**src/rtl/sfd_pkg.sv**
```systemverilog
package sfd_pkg;

  localparam logic [7:0] HdrFirst  = 8'hAA;
  localparam logic [7:0] HdrSecond = 8'h55;
  localparam logic [7:0] MinLength = 8'd43;

  localparam int ByteW    = 8;
  localparam int WordW    = 16;
  localparam int ValueW   = 17;
  localparam int IdxW     = 4;
  localparam int CapDepth = 32;
  localparam int OrgDepth = 4;
  localparam int CapAddrW = $clog2(CapDepth);
  localparam int OrgAddrW = $clog2(OrgDepth);

  localparam logic [IdxW-1:0] OdomFirst = 4'd7;
  localparam logic [IdxW-1:0] OdomLast  = 4'd9;
  localparam logic [IdxW-1:0] LastField = 4'd13;

  typedef enum logic [3:0] {
    PhSeekFirst  = 4'b0001,
    PhSeekSecond = 4'b0010,
    PhLength     = 4'b0100,
    PhBody       = 4'b1000
  } phase_e;

  typedef enum logic [1:0] {
    StField  = 2'd0,
    StBadSum = 2'd1,
    StShort  = 2'd2
  } status_e;

  typedef struct packed {
    logic            hit;
    logic [IdxW-1:0] idx;
  } slot_t;

  // word slot for a frame position; only meaningful on the low byte of a word
  function automatic slot_t word_slot(input logic [ByteW-1:0] pos);
    slot_t s;
    logic [ByteW-1:0] off;
    s.hit = 1'b0;
    s.idx = '0;
    off   = '0;
    if (pos >= 8'd4 && pos <= 8'd15) begin
      off   = pos - 8'd4;
      s.hit = 1'b1;
      s.idx = IdxW'(off >> 1);
    end else if (pos >= 8'd20 && pos <= 8'd27) begin
      off   = pos - 8'd20;
      s.hit = 1'b1;
      s.idx = IdxW'(off >> 1) + 4'd6;
    end else if (pos >= 8'd34 && pos <= 8'd41) begin
      off   = pos - 8'd34;
      s.hit = 1'b1;
      s.idx = IdxW'(off >> 1) + 4'd10;
    end
    return s;
  endfunction

endpackage

```
**src/rtl/sfd_ram.sv**
```systemverilog
module sfd_ram #(
  parameter int Width = 16,
  parameter int Depth = 32,
  localparam int AddrW = $clog2(Depth)
) (
  input  logic             clk_i,
  input  logic             we_i,
  input  logic [AddrW-1:0] waddr_i,
  input  logic [Width-1:0] wdata_i,
  input  logic             re_i,
  input  logic [AddrW-1:0] raddr_i,
  output logic [Width-1:0] rdata_o
);

  logic [Width-1:0] mem_q [Depth];
  logic [Width-1:0] rdata_q;

  always_ff @(posedge clk_i) begin
    if (we_i) begin
      mem_q[waddr_i] <= wdata_i;
    end
    // read data holds while re_i is low
    if (re_i) begin
      rdata_q <= mem_q[raddr_i];
    end
  end

  assign rdata_o = rdata_q;

endmodule

```
**src/rtl/sensor_frame_deframer.sv**
```systemverilog
// sensor frame deframer
// rx channel: one received serial byte per item (rx_valid_i / rx_stall_o).
// frames are 0xAA 0x55, a total-length byte, the body and an additive
// checksum byte. out channel (out_valid_o / out_stall_i) carries results:
// a run of 14 signed fields for a good frame (last_o on field 13), or one
// error item for a bad checksum or a length byte below 43.
// bytes are taken one per cycle while rx_stall_o is low. the 14 fields are
// captured as words into a two-bank capture ram, so the next frame fills one
// bank while the previous run is read out of the other, one field per cycle
// while out_stall_i is low. after the checksum (or short length) byte is
// accepted, results pass through the job, s1 and output registers.
// a short length or checksum byte is stalled while an earlier run is still
// being read from the ram; with out_stall_i low and frames of 43 bytes or
// more the byte stream never stalls.
// odometry fields are given relative to an origin held in a small ram,
// written from each frame's words until a frame passes its checksum.
// reset returns to the header hunt and forgets the origin; no clearing pass.
// while out_stall_i is high the output item holds and the read-out pauses.
module sensor_frame_deframer (
  input  logic                               clk_i,
  input  logic                               rst_ni,
  input  logic                               rx_valid_i,
  output logic                               rx_stall_o,
  input  logic [7:0]                         rx_byte_i,
  output logic                               out_valid_o,
  input  logic                               out_stall_i,
  output logic [1:0]                         status_o,
  output logic [3:0]                         field_index_o,
  output logic signed [sfd_pkg::ValueW-1:0]  value_o,
  output logic                               last_o
);
  import sfd_pkg::*;

  phase_e          phase_q, phase_d;
  logic [ByteW-1:0] pos_q, pos_d;
  logic [ByteW-1:0] len_q, len_d;
  logic [ByteW-1:0] sum_q, sum_d;
  logic [ByteW-1:0] hi_q;
  logic             wr_bank_q, wr_bank_d;
  logic             org_valid_q, org_valid_d;

  logic             job_active_q, job_active_d;
  status_e          job_status_q, job_status_d;
  logic             job_bank_q, job_bank_d;
  logic [IdxW-1:0]  job_idx_q, job_idx_d;

  logic             s1_valid_q, s1_valid_d;
  status_e          s1_status_q;
  logic [IdxW-1:0]  s1_idx_q;
  logic             s1_last_q;

  logic                     out_valid_q, out_valid_d;
  status_e                  out_status_q;
  logic [IdxW-1:0]          out_idx_q;
  logic signed [ValueW-1:0] out_value_q;
  logic                     out_last_q;

  logic             body_more, job_byte, rx_fire;
  logic             job_start;
  status_e          job_start_status;
  slot_t            slot;

  logic                cap_we, org_we;
  logic [CapAddrW-1:0] cap_waddr, cap_raddr;
  logic [OrgAddrW-1:0] org_waddr, org_raddr;
  logic [WordW-1:0]    cap_wdata, cap_rdata, org_rdata;
  logic                cap_re;

  logic             out_free, issue, is_odom;
  logic signed [ValueW-1:0] word_ext, org_ext, field_value;

  // frame parser
  assign body_more  = ({1'b0, pos_q} + 9'd1) < {1'b0, len_q};
  // only bytes that would start a new job wait for the read-out
  assign job_byte   = ((phase_q == PhLength) && (rx_byte_i < MinLength)) ||
                      ((phase_q == PhBody) && !body_more);
  assign rx_stall_o = job_byte && job_active_q;
  assign rx_fire    = rx_valid_i && !rx_stall_o;

  always_comb begin
    phase_d          = phase_q;
    pos_d            = pos_q;
    len_d            = len_q;
    sum_d            = sum_q;
    wr_bank_d        = wr_bank_q;
    org_valid_d      = org_valid_q;
    job_start        = 1'b0;
    job_start_status = StField;
    unique case (phase_q)
      PhSeekFirst: begin
        if (rx_fire && rx_byte_i == HdrFirst) begin
          phase_d = PhSeekSecond;
        end
      end
      PhSeekSecond: begin
        if (rx_fire) begin
          phase_d = (rx_byte_i == HdrSecond) ? PhLength : PhSeekFirst;
        end
      end
      PhLength: begin
        if (rx_fire) begin
          if (rx_byte_i < MinLength) begin
            job_start        = 1'b1;
            job_start_status = StShort;
            phase_d          = PhSeekFirst;
          end else begin
            len_d   = rx_byte_i;
            sum_d   = ByteW'(HdrFirst + HdrSecond + rx_byte_i);
            pos_d   = 8'd3;
            phase_d = PhBody;
          end
        end
      end
      PhBody: begin
        if (rx_fire) begin
          if (body_more) begin
            sum_d = ByteW'(sum_q + rx_byte_i);
            pos_d = ByteW'(pos_q + 8'd1);
          end else begin
            phase_d   = PhSeekFirst;
            pos_d     = '0;
            job_start = 1'b1;
            if (rx_byte_i != sum_q) begin
              job_start_status = StBadSum;
            end else begin
              job_start_status = StField;
              wr_bank_d        = !wr_bank_q;
              org_valid_d      = 1'b1;
            end
          end
        end
      end
      default: begin
        phase_d = PhSeekFirst;
      end
    endcase
  end

  // capture writes: a word goes in on its low byte
  assign slot      = word_slot(pos_q);
  assign cap_we    = rx_fire && (phase_q == PhBody) && body_more && pos_q[0] && slot.hit;
  assign cap_waddr = {wr_bank_q, slot.idx};
  assign cap_wdata = {hi_q, rx_byte_i};
  assign org_we    = cap_we && !org_valid_q && (slot.idx >= OdomFirst) && (slot.idx <= OdomLast);
  assign org_waddr = OrgAddrW'(slot.idx - OdomFirst);

  // read-out: writer and reader always sit in different banks, and the
  // origin is no longer written once any run can read it
  assign out_free  = !out_valid_q || !out_stall_i;
  assign issue     = job_active_q && (!s1_valid_q || out_free);
  assign cap_re    = issue && (job_status_q == StField);
  assign cap_raddr = {job_bank_q, job_idx_q};
  assign org_raddr = OrgAddrW'(job_idx_q - OdomFirst);

  always_comb begin
    job_active_d = job_active_q;
    job_status_d = job_status_q;
    job_bank_d   = job_bank_q;
    job_idx_d    = job_idx_q;
    s1_valid_d   = s1_valid_q;
    if (job_start) begin
      job_active_d = 1'b1;
      job_status_d = job_start_status;
      job_bank_d   = wr_bank_q;
      job_idx_d    = '0;
    end else if (issue) begin
      job_idx_d = IdxW'(job_idx_q + 4'd1);
      if (job_status_q != StField || job_idx_q == LastField) begin
        job_active_d = 1'b0;
      end
    end
    if (issue) begin
      s1_valid_d = 1'b1;
    end else if (out_free) begin
      s1_valid_d = 1'b0;
    end
    out_valid_d = out_free ? s1_valid_q : out_valid_q;
  end

  assign is_odom     = (s1_idx_q >= OdomFirst) && (s1_idx_q <= OdomLast);
  assign word_ext    = {cap_rdata[WordW-1], cap_rdata};
  assign org_ext     = is_odom ? {org_rdata[WordW-1], org_rdata} : '0;
  assign field_value = (s1_status_q == StField) ? (word_ext - org_ext) : '0;

  always_ff @(posedge clk_i or negedge rst_ni) begin
    if (!rst_ni) begin
      phase_q      <= PhSeekFirst;
      pos_q        <= '0;
      len_q        <= '0;
      sum_q        <= '0;
      wr_bank_q    <= 1'b0;
      org_valid_q  <= 1'b0;
      job_active_q <= 1'b0;
      job_status_q <= StField;
      job_bank_q   <= 1'b0;
      job_idx_q    <= '0;
      s1_valid_q   <= 1'b0;
      out_valid_q  <= 1'b0;
    end else begin
      phase_q      <= phase_d;
      pos_q        <= pos_d;
      len_q        <= len_d;
      sum_q        <= sum_d;
      wr_bank_q    <= wr_bank_d;
      org_valid_q  <= org_valid_d;
      job_active_q <= job_active_d;
      job_status_q <= job_status_d;
      job_bank_q   <= job_bank_d;
      job_idx_q    <= job_idx_d;
      s1_valid_q   <= s1_valid_d;
      out_valid_q  <= out_valid_d;
    end
  end

  always_ff @(posedge clk_i) begin
    if (rx_fire && phase_q == PhBody && !pos_q[0]) begin
      hi_q <= rx_byte_i;
    end
    if (issue) begin
      s1_status_q <= job_status_q;
      s1_idx_q    <= (job_status_q == StField) ? job_idx_q : '0;
      s1_last_q   <= (job_status_q != StField) || (job_idx_q == LastField);
    end
    if (out_free && s1_valid_q) begin
      out_status_q <= s1_status_q;
      out_idx_q    <= s1_idx_q;
      out_value_q  <= field_value;
      out_last_q   <= s1_last_q;
    end
  end

  sfd_ram #(
    .Width(WordW),
    .Depth(CapDepth)
  ) u_cap_ram (
    .clk_i  (clk_i),
    .we_i   (cap_we),
    .waddr_i(cap_waddr),
    .wdata_i(cap_wdata),
    .re_i   (cap_re),
    .raddr_i(cap_raddr),
    .rdata_o(cap_rdata)
  );

  sfd_ram #(
    .Width(WordW),
    .Depth(OrgDepth)
  ) u_org_ram (
    .clk_i  (clk_i),
    .we_i   (org_we),
    .waddr_i(org_waddr),
    .wdata_i(cap_wdata),
    .re_i   (cap_re),
    .raddr_i(org_raddr),
    .rdata_o(org_rdata)
  );

  assign out_valid_o   = out_valid_q;
  assign status_o      = out_status_q;
  assign field_index_o = out_idx_q;
  assign value_o       = out_value_q;
  assign last_o        = out_last_q;

endmodule

```
**config.mk**
```make
export PLATFORM = sky130hd
export DESIGN_NAME = sensor_frame_deframer
export DESIGN_NICKNAME = d
export VERILOG_FILES = /design/src/rtl/sfd_pkg.sv /design/src/rtl/sfd_ram.sv /design/src/rtl/sensor_frame_deframer.sv
export SDC_FILE = /design/constraint.sdc
export NUM_CORES = 1
export LEC_CHECK = 0
export BUFFER_PORTS_ARGS = -buffer_cell sky130_fd_sc_hd__buf_2
export CORE_MARGIN = 2
export CORE_UTILIZATION = 45
export DETAILED_ROUTE_END_ITERATION = 7
export SKIP_CTS_REPAIR_TIMING = 1
export SYNTH_ARGS = -nofsm -noshare
export SYNTH_HDL_FRONTEND = slang
export SYNTH_SLANG_ARGS = --single-unit
export TNS_END_PERCENT = 30
```
**constraint.sdc**
```tcl
create_clock -name clk_i -period 6.05 [get_ports clk_i]
set_input_delay 0.605 -clock clk_i [delete_from_list [all_inputs] [get_ports clk_i]]
set_output_delay 0.605 -clock clk_i [all_outputs]
set_load 0.005 [all_outputs]
```
Word level (Yosys, flattened, before mapping). Memory sizes are Yosys's and may differ from the RTL's. A register that Yosys moved wholly into a read port is not among the register bits. Index checks and enable logic that the tools add are counted.

Order comparisons: 12. Equality and inequality tests: 15. Multiplexer cells: 44. Bitwise operators: 3. Reductions and logical operators: 45. $add $sub $neg: 13.

Operators by type and width (count): two-way mux 8 bit (8); two-way mux 4 bit (8); case mux 8 bit (2 select lines) (2); logical AND 1 bit (20); two-way mux 17 bit (1); subtractor 17 bit (1); two-way mux 1 bit (16); case mux 4 bit (4 select lines) (1); two-way mux 5 bit (3); inequality test 2 bit, second input constant (7); AND reduction 5 bit (2); nonzero test 2 bit (5); adder 8 x 1 -> 9 bit, second input constant (1); < comparator 9 x 8 -> 1 bit (1); adder 8 x 1 -> 8 bit, second input constant (1); adder 8 bit (1); adder 8 bit, first input constant (1); == test 4 bit, second input constant (2); == test 8 x 7 -> 1 bit, second input constant (1); == test 8 bit, second input constant (1); greater-or-equal comparator 4 x 3 -> 1 bit, second input constant (2); greater-or-equal comparator 8 x 3 -> 1 bit, second input constant (1); greater-or-equal comparator 8 x 5 -> 1 bit, second input constant (1); greater-or-equal comparator 8 x 6 -> 1 bit, second input constant (1); other kinds (27) (44).

Input port bits: 12. Memories: 2. Logic and storage cells: 154. Bits in registers: 79. Bits in writable memories: 576. Output and inout port bits: 26.

Memory list: u_cap_ram.mem_q (depth 32, width 16, rd ports 1, clocked after Yosys merged registers in 1, write ports 1, line sfd_ram.sv:15) `logic [Width-1:0] mem_q [Depth];`; u_org_ram.mem_q (depth 4, width 16, rd ports 1, clocked after Yosys merged registers in 1, write ports 1, line sfd_ram.sv:15).

Depth between registers and ports, before layout. Gate-level depths: netlist (run 1).

Word-level depth: 17. Depth in mapped cells: 14. Gate-level depth less buffers: 11.

Modules after synthesis. From an unflattened synthesis (run 1), not the netlist that was laid out.

Cells, all modules: 1784. Area, all modules: 28726.3 µm².

Modules (own cells, without submodules): sfd_ram at u_cap_ram (area each 20694.8 µm², instances 1, cells each 1143); sensor_frame_deframer (area each 5173.7 µm², instances 1, cells each 537); sfd_ram at u_org_ram (area each 2857.7 µm², instances 1, cells each 104).

Worst setup path after synthesis (run 1). OpenSTA, ideal clock, no wires.

Path kind: register -> register. Start: register pos_q[2]. End: memory u_org_ram.mem_q[2][0], enable pin. Path slack: 1.468 ns. Library setup time: 0.430 ns. Clock period less this slack: 4.582 ns. Data required time: 5.620 ns. Path buffers: 0. Cell stages (with the launch flop): 12. Data arrival time: 4.152 ns. Cells stage by stage: dfrtp_1 > ha_1 > and2_1 > nand3_1 > xnor2_1 > ha_1 > and3_1 > o21ai_0 > o211ai_2 > a31oi_4 > nand2_1 > nor4_1.

Cells in the longest elaborated chain, start to end: 17. Elaborated cells between the ends (all ways): 37. Those cells by class: 7 x add/sub; 9 x order compare; 5 x mux; 16 x reduce/logical.

RTL lines: start, declared (line sensor_frame_deframer.sv:35) `logic [ByteW-1:0] pos_q, pos_d;`; start signal, assigned (line sensor_frame_deframer.sv:201) `pos_q <= pos_d;`; adder 8 x 1 -> 9 bit (line sensor_frame_deframer.sv:73) `assign body_more = ({1'b0, pos_q} + 9'd1) < {1'b0, len_q};`; < comparator 9 x 8 -> 1 bit (line sensor_frame_deframer.sv:73); zero test 1 bit (line sensor_frame_deframer.sv:76) `((phase_q == PhBody) && !body_more);`; logical AND 1 bit (line sensor_frame_deframer.sv:76); logical OR 1 bit (line sensor_frame_deframer.sv:75) `assign job_byte = ((phase_q == PhLength) && (rx_byte_i < MinLength)) ||`; logical AND 1 bit (line sensor_frame_deframer.sv:77) `assign rx_stall_o = job_byte && job_active_q;`; zero test 1 bit (line sensor_frame_deframer.sv:78) `assign rx_fire = rx_valid_i && !rx_stall_o;`; logical AND 1 bit (line sensor_frame_deframer.sv:78); logical AND 1 bit (4 in series) (line sensor_frame_deframer.sv:141) `assign cap_we = rx_fire && (phase_q == PhBody) && body_more && pos_q[0] && slot.hit;`; logical AND 1 bit (3 in series) (line sensor_frame_deframer.sv:144) `assign org_we = cap_we && !org_valid_q && (slot.idx >= OdomFirst) && (slot.idx <= OdomLast);`; two-way mux 1 bit (line sfd_ram.sv:19) `if (we_i) begin`; two-way mux 1 bit (not written as such) (line sfd_ram.sv:20) `mem_q[waddr_i] <= wdata_i;`; end, declared (line sfd_ram.sv:15).

Parallel ways exist; a longest one is shown, timed or not.

Worst setup path after layout (run 1).
Start: register pos_q[2]. End: memory u_cap_ram.mem_q[27][3], enable pin.

Cells in the longest elaborated chain, start to end: 14. Elaborated cells between the ends (all ways): 31. Those cells by class: 6 x add/sub; 7 x order compare; 5 x mux; 13 x reduce/logical.

RTL lines (line): adder 8 x 1 -> 9 bit (sensor_frame_deframer.sv:73); < comparator 9 x 8 -> 1 bit (sensor_frame_deframer.sv:73); zero test 1 bit (sensor_frame_deframer.sv:76); logical AND 1 bit (sensor_frame_deframer.sv:76); logical OR 1 bit (sensor_frame_deframer.sv:75); logical AND 1 bit (sensor_frame_deframer.sv:77); zero test 1 bit (sensor_frame_deframer.sv:78); logical AND 1 bit (sensor_frame_deframer.sv:78); logical AND 1 bit (4 in series) (sensor_frame_deframer.sv:141); two-way mux 1 bit (sfd_ram.sv:19); two-way mux 1 bit (not written as such) (sfd_ram.sv:20); end, declared (sfd_ram.sv:15).

Parallel ways exist; a longest one is shown, timed or not.

==> flow_summary.json, run 1 <==
{
  "power.density_cell_area_mw_per_mm2": 302,
  "detailroute.wirelength.met3_um": 3290,
  "fin_total_pwr_mw": 9.65,
  "post_synth_instance_area_mm2": 0.0280,
  "root_buffer": "sky130_fd_sc_hd__clkbuf_16",
  "final_core_utilization_pct": 51.8,
  "number_of_buffers_inserted_during_clock_tree_synthesis": 72,
  "number_of_enable_flip_flop_cells_after_synthesis": 647,
  "grt_max_degree": 92,
  "clkSinkCount": 687,
  "syn_inst": 1422,
  "timing.critical_path.from_type": "flop",
  "wire_per_inst_um": 25.0,
  "initial_standard_cell_utilization_of_the_core_pct": 45.5,
  "timing_hold_violations_final": 0,
  "most_common_cell_after_layout_fill_and_taps_aside": "sky130_fd_sc_hd__edfxtp_1",
  "clkSlewWorstSetupHoldPaths_ns": 0.06,
  "setup_viol": 0,
  "total_global_routing_overflow": 0,
  "via_count": 13651,
  "vdd_ir_drop_max_uv": 189,
  "antenna_found_initial": 3,
  "detailedPlacementHpwl_um": 35300,
  "drc_viols": 0,
  "placeableCoreArea_mm2": 0.0616,
  "cts_htree_levels": 3,
  "holdCritPathClass": "input pin to async pin",
  "grt_pass1_vias": 13951,
  "clock_latency_ns": 0.63,
  "dr.pass1.iters": 5,
  "clock.fmax_mhz": 230,
  "routed_via_density": 5.60,
  "floorplan.die.height_um": 253,
  "final.setup.tns_ns": 0,
  "layout_worst_path_cycle_share_pct": 71.8,
  "cts_tree": "built",
  "routed_wl_um": 61000,
  "critical_path_arrival_ns": 4.58,
  "timing.final.max_slew_violations": 0,
  "ys_seq_elements": 687,
  "worstSetupEndpointType": "flop",
  "ys.warnings.count": 0,
  "worst-setup-path-type": "flop to flop",
  "max_slew.worst_pin.slew_ns": 1.11,
  "ys_seq_area_share_pct": 73.0,
  "layout.cells.most_common_list": "sky130_fd_sc_hd__edfxtp_1 (647), sky130_fd_sc_hd__mux4_2 (176), sky130_fd_sc_hd__clkbuf_16 (74)",
  "async_flop_share_pct": 5.82,
  "routed-wl-met2_um": 29200,
  "synth_top_flop_cell": "sky130_fd_sc_hd__edfxtp_1",
  "final.min_clock_period_ns": 4.35,
  "grt.total_usage_pct": 19.6,
  "portBuffers": 37,
  "fraction_of_final_layout_cells_with_drive_strength_greater_than_1_pct": 27.0,
  "top_signal_layer_used": "met4",
  "syn_avg_cell_area_um2": 19.7,
  "leakage_nw": 10.2,
  "clockBufferDepth": 3,
  "placementRows": 91,
  "gp_routability_congestion": 0.800,
  "synth_cell_type_count": 66,
  "detail_route.wirelength.met1_um": 26900,
  "run_status": "complete, no violations",
  "grt_first_pass_wirelength_um": 90700,
  "design.portCount": 38,
  "cp_data_required_time_ns": 6.28,
  "syn_to_final_growth_pct": 14.0,
  "nFillCells": 4873,
  "setup_repair_after_global_routing_missed_its_margin": "false",
  "die_w_um": 253,
  "cp_max_fo": 16,
  "die_outline_area_mm2": 0.0642,
  "finalClockSkew_ns": 0.0263,
  "min_setup_slack_post_route_ns": 1.70,
  "place_worst_setup_slack_ns": 1.70,
  "layout.nets": 1602,
  "ant_nets": 0,
  "maxCapViolCount": 0,
  "slew-limit-headroom_pct": 25.9,
  "initialDrtViolationCount": 1162
}
where the power goes:
part / total, mW / internal [mW] / switching [mW]
Combinational: 0.0870 / 0.0197 / 0.0673
Sequential: 5.17 / 5.17 / 0.00272
Clock: 4.39 / 2.58 / 1.81
Total: 9.65 / 7.76 / 1.88
per-layer routing:
layer,GRT usage [%],up-vias
met5,0,-
met4,6.00,0
met3,4.35,102
li1,-,6023
met2,31.0,330
met1,27.3,7196
final timing paths:
kind / start / endpoint / slack, ns / cells after the start
hold / removal: rst_ni / s1_valid_q / 0.15 / 1
max in group asynchronous: rst_ni / job_idx_q[1] / 5.19 / 1
min in group clk_i: out_stall_i / out_valid_o / 0.25 / 2
setup / recovery: pos_q[2] / u_cap_ram.mem_q[27][3] / 1.70 / 11
setup reg to reg: pos_q[2] / u_cap_ram.mem_q[27][3] / 1.70 / 11
hold reg to reg: s1_last_q / last_o / 0.43 / 0
cells in the mapped netlist, types with 5 or more instances:
cell	number	share of area, %
sky130_fd_sc_hd__o21ai_0	30	0.54
sky130_fd_sc_hd__nor2b_1	8	0.18
sky130_fd_sc_hd__buf_2	19	0.34
sky130_fd_sc_hd__nor4_1	5	0.11
sky130_fd_sc_hd__nand2b_1	16	0.36
sky130_fd_sc_hd__nor2_1	55	0.74
sky130_fd_sc_hd__a21o_1	8	0.21
sky130_fd_sc_hd__nand4_1	13	0.29
sky130_fd_sc_hd__xnor2_1	26	0.81
sky130_fd_sc_hd__buf_1	9	0.12
sky130_fd_sc_hd__edfxtp_1	647	69
sky130_fd_sc_hd__o21a_1	5	0.13
sky130_fd_sc_hd__a21boi_0	7	0.19
sky130_fd_sc_hd__a21oi_1	30	0.54
sky130_fd_sc_hd__inv_1	28	0.38
sky130_fd_sc_hd__and3_1	7	0.16
sky130_fd_sc_hd__nor3_1	27	0.48
sky130_fd_sc_hd__clkbuf_1	29	0.39
sky130_fd_sc_hd__nand2_1	66	0.88
sky130_fd_sc_hd__o211ai_1	8	0.21
sky130_fd_sc_hd__xor2_1	11	0.34
sky130_fd_sc_hd__ha_1	48	2.1
sky130_fd_sc_hd__dfrtp_1	39	3.5
sky130_fd_sc_hd__nand3_1	11	0.20
sky130_fd_sc_hd__a211oi_1	6	0.16
sky130_fd_sc_hd__and2_1	8	0.18
sky130_fd_sc_hd__mux4_2	176	14
sky130_fd_sc_hd__mux2_2	23	0.92
stage by stage:
step	hold WS, ns	instance area [µm²]	instances
2_1_floorplan	0.309	28100	1437
3_3_place_gp	0.408	29500	2303
3_5_place_dp	0.425	29500	2303
4_1_cts	0.174	31900	2435
5_1_grt	0.211	31900	2435
6_report	0.146	31900	2436
cell type report:
type	count	area [µm²]	share of cell area, %
clock buffers	91	1930	6.03
flip-flops and latches	687	20400	64.1
well taps	837	1050	3.28
inverters	28	105	0.329
clock inverters	41	440	1.38
repair buffers	89	601	1.88
multi-input cells	662	7350	23.0
diodes	1	2.50	0.00784
worst max-delay path, cell delays in order (launching register included):
cell and delay [ns]:
sky130_fd_sc_hd__dfrtp_1 0.52, sky130_fd_sc_hd__ha_1 0.25, sky130_fd_sc_hd__and2_1 0.21, sky130_fd_sc_hd__nand3_1 0.11
sky130_fd_sc_hd__xnor2_1 0.25, sky130_fd_sc_hd__ha_1 0.30, sky130_fd_sc_hd__and3_1 0.18, sky130_fd_sc_hd__o21ai_0 0.27
sky130_fd_sc_hd__o211ai_2 0.33, sky130_fd_sc_hd__nor3_1 0.39, sky130_fd_sc_hd__nand4_1 0.31, sky130_fd_sc_hd__nor2_2 0.82
cells by family after synthesis:
logic type / Yosys count / synth area share, %
AO/OA/AOI/OAI: 123 / 2.95
XOR/XNOR: 37 / 1.16
adder cells (fa/ha/maj): 50 / 2.29
buffers and inverters: 88 / 1.30
flip-flops: 687 / 73.0
multiplexers: 203 / 15.2
other: 1 / 0.0134
AND/OR/NAND/NOR: 233 / 4.09
sequential cells by signal (all words and copies together), names as in the netlist, 2 cells and up:
signal	flops
u_cap_ram.rdata_o	16
hi_q	8
s1_idx_q	4
status_o	2
len_q	8
sum_q	8
s1_status_q	2
pos_q	8
field_index_o	4
u_org_ram.rdata_o	16
phase_q	4
value_o	17
job_idx_q	4
job_status_q	2
u_org_ram.mem_q	64
u_cap_ram.mem_q	512
Note: power is estimated with default switching activity, not from simulation.
==> run 2: changes to the inputs <==
==> constraint.sdc (replaced) <==
create_clock -name clk_i -period 4.2 [get_ports clk_i]
set_input_delay 0.42 -clock clk_i [delete_from_list [all_inputs] [get_ports clk_i]]
set_output_delay 0.42 -clock clk_i [all_outputs]
set_load 0.005 [all_outputs]
==> flow_summary.json, run 2 (same netlist as run 1, synthesis figures left out) <==
{
  "detailedPlacementHpwl_um": 41700,
  "grt_first_pass_wirelength_um": 95300,
  "clockBufferDepth": 3,
  "power.combinational.fraction_pct": 1.1,
  "drc_viols": 0,
  "worst-setup-path-type": "flop to output pin",
  "seq_area_mm2": 0.0204,
  "routed_wl_um": 65000,
  "run_status": "finished, violations left",
  "largest_register_ff_count": 512,
  "gp_routability_congestion": 0.867,
  "wire_per_inst_um": 26.2,
  "cell_by_cell_trace_of_the_critical_path": "ha_1 -> and2_1 -> nand3_1 -> xnor2_1 -> ha_1 -> and3_1 -> o21ai_1 -> o211ai_2 -> buf_4 -> and2_1 -> o21a_1 -> buf_2",
  "layout_worst_path_cycle_share_pct": 93.0,
  "multi_input_area_mm2": 0.00739,
  "final.min_clock_period_ns": 3.91,
  "grt.total_usage_pct": 20.8,
  "holdCritPathClass": "input pin to async pin",
  "p_int_mw": 11.0,
  "maxCapViolCount": 0,
  "initial_standard_cell_utilization_of_the_core_pct": 45.5,
  "violations": "negative hold slack",
  "portBuffers": 37,
  "setup_repair_after_global_routing_missed_its_margin": "false",
  "cp.buffers_inverters": 2,
  "die_outline_area_mm2": 0.0642,
  "initialDrtViolationCount": 1385,
  "placementRows": 91,
  "regMostFlops": "u_cap_ram.mem_q",
  "worstSetupEndpointType": "output pin",
  "nFillCells": 4817,
  "vdd_ir_drop_max_uv": 302,
  "finalClockSkew_ns": 0.0316,
  "root_buffer": "sky130_fd_sc_hd__clkbuf_16",
  "power.switching_fraction_pct": 19.9,
  "number_of_buffers_inserted_during_clock_tree_synthesis": 72,
  "via_count": 13905,
  "slew-limit-headroom_pct": 30.9,
  "cp_data_required_time_ns": 3.78,
  "layout.cells.most_common_list": "sky130_fd_sc_hd__edfxtp_1 (647), sky130_fd_sc_hd__mux4_2 (176), sky130_fd_sc_hd__clkbuf_16 (74), sky130_fd_sc_hd__buf_4 (74), sky130_fd_sc_hd__nand2_1 (66)",
  "leakage_nw": 10.4,
  "dr.pass1.iters": 5,
  "cts_htree_levels": 3,
  "fraction_of_final_layout_cells_with_drive_strength_greater_than_1_pct": 29.3,
  "setup_viol": 0,
  "cpPeakStageDelay_ns": 0.36,
  "cp_slowest_cell": "sky130_fd_sc_hd__dfrtp_1",
  "grt_max_degree": 56,
  "most_common_cell_after_layout_fill_and_taps_aside": "sky130_fd_sc_hd__edfxtp_1",
  "critical_path_arrival_ns": 3.49,
  "placeableCoreArea_mm2": 0.0616,
  "clock_latency_ns": 0.62,
  "final.setup.tns_ns": 0,
  "antenna_found_initial": 7,
  "ant_nets": 0,
  "clkSinkCount": 687,
  "routed_via_density": 5.61,
  "net-switching-power_mw": 2.72,
  "design.portCount": 38,
  "die_w_um": 253,
  "p_clk_share_pct": 44.6,
  "power.density_cell_area_mw_per_mm2": 422,
  "timing.critical_path.from_type": "flop",
  "cp_max_fo": 6,
  "max_slew.worst_pin.slew_ns": 1.04,
  "whs_ns": -0.0374,
  "cp_top_family": "simple AND/OR/NAND/NOR gates",
  "timing.final.max_slew_violations": 0,
  "timing_hold_violations_final": 39,
  "clkSlewWorstSetupHoldPaths_ns": 0.06,
  "cts_tree": "built",
  "syn_to_final_growth_pct": 15.9,
  "layout.nets": 1647,
  "total_global_routing_overflow": 0,
  "pwr-share-seq_pct": 54.4,
  "floorplan.die.height_um": 253,
  "diodes": 0,
  "clock.fmax_mhz": 256,
  "grt_pass1_vias": 14042
}
## run 2: cell count changes in the layout (fill, tap and decap cells not counted), sizes merged
cell      previous run  this run
clkinv              27        30
diode                1         0
inv                 30        32
clkbuf              91        89
buf                 89       134
clkinvlp             5         2
bufinv               7         4
## run 2: final cells by class
class                      instances  area share (%)
timing repair buffer             134            3.70
tap                              837            3.23
inverter                          28           0.324
multi-input combinational        662            22.8
clock buffer                      89            5.88
sequential                       687            63.0
clock inverter                    40            1.07
## run 2: path summary, 6_finish.rpt
path                              from                      to  slack (ns)  depth (start not counted)
setup reg to reg              pos_q[2]  u_cap_ram.mem_q[8][10]        0.48                         12
setup / recovery              pos_q[2]              rx_stall_o        0.29                         12
min in group clk_i         out_stall_i             out_valid_o        0.06                          2
max in group asynchronous       rst_ni            job_idx_q[1]        3.54                          1
hold / removal                  rst_ni             out_valid_o       -0.04                          1
hold reg to reg              s1_last_q                  last_o        0.42                          0
## run 2: routing by layer
metal / track usage, % / part of all wire, % / vias up
met4: 7.08 / 3.3 / 2
met1: 29.5 / 43 / 7205
met3: 4.19 / 6.3 / 114
met5: 0 / 0.017 / -
met2: 32.6 / 47 / 469
li1: - / - / 6115
## run 2: power groups by stage
stage	clock network (mW)	registers [mW]	logic, mW
after global placement	0	7.59	0.150
after floorplan	0	7.59	0.0439
after CTS	6.24	7.44	0.153
after global routing	6.49	7.44	0.164
after detailed placement	0	7.59	0.153
final	6.10	7.45	0.150
## run 2: metrics by stage
stage / utilization (%) / instances / setup slack, ns / cell area [µm²] / total power [mW]
finish: 52.7 / 2477 / 0.295 / 32400 / 13.7
floorplan: - / 1437 / 0.00324 / 28100 / 7.63
global route: 52.7 / 2477 / 0.0997 / 32400 / 14.1
global placement: 49.0 / 2348 / 0.588 / 30200 / 7.74
detailed placement: 49.0 / 2348 / 0.440 / 30200 / 7.74
CTS: 52.7 / 2477 / 0.189 / 32400 / 13.8
